## config.mk

```make
export PLATFORM = sky130hd
export DESIGN_NAME = scba_class_select
export DESIGN_NICKNAME = d
export VERILOG_FILES = /design/src/design/scba_pkg.sv /design/src/design/scba_class_select.sv
export SDC_FILE = /design/constraint.sdc
export NUM_CORES = 1
export LEC_CHECK = 0
export ABC_AREA = 0
export ABC_CLOCK_PERIOD_IN_PS = 1800
export BUFFER_PORTS_ARGS = -buffer_cell sky130_fd_sc_hd__buf_4
export CAP_MARGIN = 0
export CORE_MARGIN = 4
export CORE_UTILIZATION = 42
export DETAILED_ROUTE_END_ITERATION = 7
export GPL_TIMING_DRIVEN = 0
export PLACE_DENSITY = 0.85
export SYNTH_ARGS = -nofsm -noshare
export SYNTH_HDL_FRONTEND = slang
export SYNTH_SLANG_ARGS = --single-unit
```

## constraint.sdc

```tcl
create_clock -name vclk -period 1.8
set_input_delay 0.09 -clock vclk [all_inputs]
set_output_delay 0.09 -clock vclk [all_outputs]
set_load 0.01 [all_outputs]
```

## src/design/scba_pkg.sv

```systemverilog
package scba_pkg;

	// register file of block sizes
	localparam int NUM_REGS = 7;
	localparam int CFG_IDX_W = 3;
	localparam int BYTES_W = 16;

	typedef logic [CFG_IDX_W-1:0] cfg_idx_t;

	localparam cfg_idx_t REG_CLASS0_BYTES = 3'd0;
	localparam cfg_idx_t REG_CLASS1_BYTES = 3'd1;
	localparam cfg_idx_t REG_CLASS2_BYTES = 3'd2;
	localparam cfg_idx_t REG_CLASS3_BYTES = 3'd3;
	localparam cfg_idx_t REG_CLASS4_BYTES = 3'd4;
	localparam cfg_idx_t REG_CLASS5_BYTES = 3'd5;
	localparam cfg_idx_t REG_CLASS6_BYTES = 3'd6;

	localparam logic [BYTES_W-1:0] RESET_BYTES [NUM_REGS] = '{
		16'd32, 16'd64, 16'd128, 16'd256, 16'd512, 16'd1024, 16'd2048
	};

	// operation codes
	localparam logic OP_ALLOC = 1'b0;
	localparam logic OP_FREE = 1'b1;

	// status codes
	typedef logic [2:0] status_t;
	localparam status_t ST_OK = 3'd0;
	localparam status_t ST_ZERO = 3'd1;
	localparam status_t ST_TOO_LARGE = 3'd2;
	localparam status_t ST_EXHAUSTED = 3'd3;
	localparam status_t ST_OVERFLOW = 3'd4;

	typedef struct packed {
		logic operation;
		logic [BYTES_W-1:0] request_bytes;
		logic [2:0] free_class;
		logic [7:0] free_block;
	} req_t;

	typedef struct packed {
		status_t status;
		logic [2:0] block_class;
		logic [7:0] block_index;
	} rsp_t;

	// size class lookup result
	typedef struct packed {
		logic hit;
		logic [2:0] cls;
	} sel_t;

endpackage

```

## src/design/scba_class_select.sv

```systemverilog
module scba_class_select #(
	parameter int LIVE_CLASSES = 7
) (
	input logic [scba_pkg::BYTES_W-1:0] request_bytes,
	input logic [scba_pkg::BYTES_W-1:0] class_bytes [scba_pkg::NUM_REGS],
	output scba_pkg::sel_t sel
);

	// first covering class wins, so scan from the top down
	always_comb begin
		sel = '0;
		for (int c = LIVE_CLASSES - 1; c >= 0; c--) begin
			if (request_bytes <= class_bytes[c]) begin
				sel.hit = 1'b1;
				sel.cls = 3'(c);
			end
		end
	end

endmodule

```

Word-level counts from Yosys, hierarchy flattened

Cells that the tools add are included.

Divide/modulo/power cells: 0
Mux-type cells: 7
Reduce and logical (&&, ||, !) cells: 0
Add/subtract/negate cells: 0
Multiply operators: 0
Bitwise gates (word level): 0
Shift operators: 0
Order comparisons: 7
Eq/ne operators: 0

Operator list:

| operator             | number |
|---|---|
| 16-bit <= comparator | 7 |
| 4-bit 2-to-1 mux     | 7 |

Memories: 0
Latch bits: 0
Memory bits (read-only): 0
Logic and storage cells: 14
Input bits: 128
RAM bits: 0
Output and inout bits: 4
Register bits after elaboration: 0

Longest topological paths before layout

Gate-level depths: netlist of run 1.

Word-level depth: 8
Mapped depth: 9
Depth with buffers taken out: 9

Worst setup path after synthesis of run 1

OpenSTA, ideal clock, no wires.

Kind: input to output
Start: in class_bytes[45] (netlist bit)
End: out sel[1] (netlist bit)
Cell stages on the path: 9
Data required time: 1.710 ns
Path buffers: 0
Path slack: 0.074 ns
Data arrival time: 1.636 ns
Path through: inv_1 ha_1 nand4_2 nor4_2 a21boi_2 o31ai_1 nand2b_1 nand2b_4 a211oi_2

RTL lines:

| what               | line                   | source |
|---|---|---|
| start: declaration | scba_class_select.sv:5 | `input logic [scba_pkg::BYTES_W-1:0] class_bytes [scba_pkg::NUM_REGS],` |
| end: declaration   | scba_class_select.sv:6 | `output scba_pkg::sel_t sel` |

==> metrics.csv, run 1 <==
metric,value,unit
p_int,0.000602,W
cp_max_fo,7,
drc_errors,0,
end_kind,output port,
p_seq_share,0,%
status,"finished, violations left",
grt.total_usage,21.9,%
diodes,0,
synth_cell_types,33,
period_share,115,%
gr-total-overflow,0,
die_area,8230,µm²
syn_area,2870,µm²
place_hpwl,7820,µm
wl,10000,µm
achievable-frequency,483,MHz
finalSetupViolCount,4,
syn_inst,390,
first_iter_violations,68,
clockBufferCount,0,
gp_congestion,0.820,
met1_usage,25.0,%
grt_pass1_wl,15200,µm
grt_util_met2,42.3,%
post-synth-top-count-cell,ha_1,
fin_crit,2070,ps
synth_top_area_share,48.8,%
leakagePower,2.57,nW
cap_violations,0,
timing.critical_path.arrival,1980,ps
synth_area_per_cell,7.37,µm²
core_area,6490,µm²
grt_start_max_net_pins,8,
startpoint_type,input pin,
grt_pass1_vias,3492,
area_growth,64.4,%
grtUsageMet3,2.33,%
synth_common_cells,"ha_1 (112), inv_1 (109), a21oi_1 (34), nand4_1 (22), a21o_1 (16)",
ff_latch_area,0,µm²
p_clk_share,0,%
die_w,90.7,µm
peakVddDrop,0.128,mV
fin_ws,-271,ps
maxSlewHeadroom,77.5,%
drive_gt1_share,41.1,%
path_class,in2out,
maxSlewViolCount,0,
antenna_found_initial,0,
synth_seq_area_share,0,%
ys_warn_count,0,
critPathRequiredTime,1710,ps
hold_viol_final,0,
synth_nets,630,
violations,negative setup slack,
powerDensity,239,nW/µm²
synth_area_leaders,"ha_1 (49%), inv_1 (14%), a21oi_1 (5.9%), nand4_1 (4.8%), a21o_1 (4.2%)",
fill_cells,473,
pwr-share-comb,100.0,%
busiest_layer,met2,
rows,29,
pin_count,132,
io_buffers,132,
rsz0062_at_grt,true,
nets,777,
holdCritPathClass,in2out,
postRouteAntennaNets,0,
max_slew.worst_pin.slew,334,ps
swShare,46.6,%
fin_total_pwr,0.00113,W
setup_tns,-1020,ps
p_switching,0.000526,W
vias,3326,
hold_slack,893,ps
wire_per_inst,16.4,µm
synth_top_area_cell,ha_1,
drt_first_pass_iters,4,
via_per_inst,5.43,
seq_cells,0,
start_util,44.2,%
die_y,90.7,µm
==> layer usage <==
metal	vias to the layer above	part of all wire, %
li1	1663	-
met1	1513	39
met2	124	53
met3	26	5.0
met4	0	2.9
met5	-	0
==> final cells by class <==
cell class	instances	area [µm²]	share of cell area, %
multi-input combinational	281	3030	64.1
timing repair buffer	145	1180	24.9
inverter	109	423	8.95
tap	77	96.3	2.04
==> worst paths after layout <==
| check | slack (ps) | cells past startpoint | start | end |
|---|---|---|---|---|
| hold / removal | 890 | 7 | class_bytes[79] | sel[1] |
| setup / recovery | -270 | 11 | request_bytes[11] | sel[2] |
==> power groups by stage <==
| stage | Clock (W) | Combinational, W | Sequential [W] |
|---|---|---|---|
| floorplan | 0 | 0.000461 | 0 |
| global placement | 0 | 0.000811 | 0 |
| detailed placement | 0 | 0.000854 | 0 |
| CTS | 0 | 0.000964 | 0 |
| global route | 0 | 0.00125 | 0 |
| finish | 0 | 0.00113 | 0 |
==> cells in the final DEF (no fill, tap or decap), types with 2 or more instances in the layout <==
cell | netlist | final
buf_4 | 0 | 127
inv_1 | 109 | 101
ha_1 | 112 | 83
a21oi_1 | 34 | 28
ha_4 | 0 | 28
nand4_1 | 22 | 22
a21o_1 | 16 | 16
buf_6 | 0 | 14
nor2b_1 | 13 | 11
nor2_1 | 10 | 9
nand2_1 | 11 | 9
a211oi_2 | 1 | 8
o21ai_0 | 11 | 6
a21oi_2 | 0 | 6
o211ai_1 | 5 | 5
inv_4 | 0 | 4
o21ai_1 | 0 | 4
inv_2 | 0 | 3
nand3_1 | 3 | 3
and2_1 | 3 | 3
nand4_4 | 0 | 3
nor4_4 | 0 | 3
or4_1 | 3 | 3
o31ai_4 | 0 | 3
buf_8 | 0 | 3
nand2_2 | 0 | 2
a21boi_2 | 1 | 2
o31ai_2 | 0 | 2
o31a_1 | 2 | 2
nand2b_4 | 1 | 2
nor2b_2 | 0 | 2
==> cell families after synthesis <==
kind of cell | count (synthesis) | share of synthesized area (%)
simple gates | 77 | 16.2
fa+ha+maj | 112 | 48.8
buf+inv | 109 | 14.2
compound gates | 92 | 20.8
==> worst max-delay path, cell delays in order <==
cell and delay (ps):
buf_8 120, ha_4 270, nand4_1 170, buf_4 200
nor2_4 120, a221o_1 200, o31a_1 230, nand2b_4 70
or2_1 220, and2_1 180, buf_6 120
==> repair_timing <==
item                       CTS  global route
setup endpoints to repair    4             4
hold buffers                 0             0
pin swaps                   15            33
buffers inserted             4            10
resized for setup           47            62
==> per-stage QoR <==
| step | worst slack, ps | instances | area (µm²) | util (%) |
|---|---|---|---|---|
| final | -271 | 612 | 4720 | 72.7 |
| after global routing | -347 | 612 | 4720 | 72.7 |
| after CTS | -231 | 603 | 4320 | 66.5 |
| after detailed placement | -506 | 599 | 3960 | 61.0 |
| after global placement | -448 | 599 | 3960 | 61.0 |
| after floorplan | 73.8 | 390 | 2870 | - |
Power figures use the tool's default switching activity.
==> run 2, diff against run 1 <==
--- a/config.mk
+++ b/config.mk
@@ -5,7 +5,7 @@
 export SDC_FILE = /design/constraint.sdc
 export NUM_CORES = 1
 export LEC_CHECK = 0
-export ABC_AREA = 0
+export ABC_AREA = 1
 export ABC_CLOCK_PERIOD_IN_PS = 1800
 export BUFFER_PORTS_ARGS = -buffer_cell sky130_fd_sc_hd__buf_4
 export CAP_MARGIN = 0
@@ -13,7 +13,8 @@
 export CORE_UTILIZATION = 42
 export DETAILED_ROUTE_END_ITERATION = 7
 export GPL_TIMING_DRIVEN = 0
-export PLACE_DENSITY = 0.85
+export PLACE_DENSITY = 0.84
+export SLEW_MARGIN = 20
 export SYNTH_ARGS = -nofsm -noshare
 export SYNTH_HDL_FRONTEND = slang
 export SYNTH_SLANG_ARGS = --single-unit
==> metrics.csv, run 2 <==
metric,value,unit,change
syn_inst,477,,+22%
multi_input_area,2690,µm²,-11%
die_y,92.5,µm,+1.9%
cap_violations,0,,unchanged
gp_congestion,0.845,,+3.0%
first_iter_violations,70,,+2.9%
path_class,in2out,,
fin_total_pwr,0.000984,W,-13%
postRouteAntennaNets,0,,unchanged
layout_common_cells,"buf_4 (134), inv_1 (129), ha_1 (101)",,
synth_top_area_cell,ha_1,,
cp_slowest_stage_delay,190,ps,-80 ps
ys_warn_count,0,,unchanged
syn_area,3000,µm²,+4.2%
synth_area_leaders,"ha_1 (47%), inv_1 (17%), nand2_1 (11%), a21oi_1 (9.4%), nor2_1 (3.4%)",,
startpoint_type,input pin,,
io_buffers,132,,unchanged
drc_errors,0,,unchanged
period_share,101,%,-14 points
synth_seq_area_share,0,%,unchanged
status,"finished, violations left",,
max_slew.worst_pin.slew,284,ps,-50.1 ps
peakVddDrop,0.109,mV,-15%
end_kind,output port,,
gr-total-overflow,0,,unchanged
core_area,6870,µm²,+5.8%
leakagePower,2.67,nW,+4.1%
seq_cells,0,,unchanged
powerDensity,225,nW/µm²,-5.8%
place_hpwl,7910,µm,+1.2%
place_ws,-8.94,ps,+497 ps
fin_ws,-18.2,ps,+253 ps
critical_path.cell_chain,buf_6 > clkinvlp_4 > buf_4 > ha_2 > inv_2 > a21oi_2 > o21ai_2 > a21oi_2 > nand2_1 > nand2_1 > nand2_2 > nand2_4 > nor2_4 > nand2_2 > nor2_4 > buf_6,,
post-synth-top-count-cell,inv_1,,
via_per_inst,4.86,,-11%
synth_cell_types,22,,-33%
cp_num_buf_inv,5,,+2
hold_buffers,0,,unchanged
fill_cells,608,,+29%
timing.critical_path.arrival,1730,ps,-250 ps
finalSetupViolCount,1,,-3
synth_area_per_cell,6.28,µm²,-15%
start_util,43.6,%,-0.64 points
antenna_found_initial,0,,unchanged
maxSlewHeadroom,80.9,%,+3.4 points
hold_viol_final,0,,unchanged
grt_pass1_vias,3512,,+0.57%
drt_first_pass_iters,4,,unchanged
cp_slowest_cell,buf_4,,
synth_top_area_share,46.8,%,-2.0 points
maxSlewViolCount,0,,unchanged
vias,3452,,+3.8%
drive_gt1_share,30.3,%,-11 points
rows,30,,+3.4%
grt_pass1_wl,14400,µm,-5.4%
area_growth,45.9,%,
die_area,8550,µm²,+3.9%
final_common_cell,buf_4,,
achievable-frequency,550,MHz,+14%
die_w,92.5,µm,+1.9%
nets,856,,+10%
synth_common_cells,"inv_1 (134), ha_1 (112), nand2_1 (86), a21oi_1 (56), nor2_1 (27)",,
cp_top_family,buffers and inverters,,
cp_max_fo,7,,unchanged
wl,9180,µm,-8.5%
pin_count,132,,unchanged
critPathRequiredTime,1710,ps,about the same
violations,negative setup slack,,
synth_nets,717,,+14%
grt_start_max_net_pins,8,,unchanged
rsz0062_at_grt,true,,
clockBufferCount,0,,unchanged
holdCritPathClass,in2out,,
final_area,4370,µm²,-7.5%
fin_crit,1820,ps,-253 ps
diodes,0,,unchanged
wire_per_inst,12.9,µm,-21%
grt.total_usage,19.9,%,-1.9 points
ff_latch_area,0,µm²,unchanged
placed_cell_area,4110,µm²,+3.7%
## run 2: cell type report
type                            count  share of cell area [%]
Multi-Input combinational cell    339                    61.5
Tap cell                           96                    2.75
Timing Repair Buffer              137                    23.8
Inverter                          138                    11.9
## run 2: worst paths after layout
check	cells after the start	start	end	slack, ps
worst max-delay path	16	request_bytes[0]	sel[2]	-20
worst min-delay path	9	class_bytes[65]	sel[2]	960
## run 2: timing repair
item	CTS	global route
buffers inserted	0	5
pin swaps	0	18
setup endpoints to repair	1	4
gates resized for setup	2	48
## run 2: kinds of logic after synthesis
group / after synthesis / share of synthesized area, %
AOI/OAI and AO/OA: 81 / 14.5
adders and majority gates: 112 / 46.8
buffers and inverters: 138 / 17.3
and+or+nand+nor: 146 / 21.4
## run 2: layer usage
metal	global-route usage (%)	vias to the layer above	wire length (µm)
li1	-	1809	-
met1	23.5	1529	3810
met2	37.6	94	4740
met3	2.11	20	416
met4	5.69	0	217
met5	0	-	0
## run 2: power by group
part / switching (W) / internal (W) / total (W)
clock: 0 / 0 / 0
combinational: 0.000500 / 0.000484 / 0.000984
sequential: 0 / 0 / 0
## run 2: per-stage QoR
step / hold slack (ps) / TNS [ps] / utilization, % / std cells
after floorplan: 629 / 0 / - / 477
after global placement: 963 / 0 / 59.8 / 705
after detailed placement: 977 / -8.94 / 59.8 / 705
after CTS: 983 / 0 / 59.9 / 705
after global routing: 1050 / -385 / 63.6 / 710
final: 962 / -18.2 / 63.6 / 710
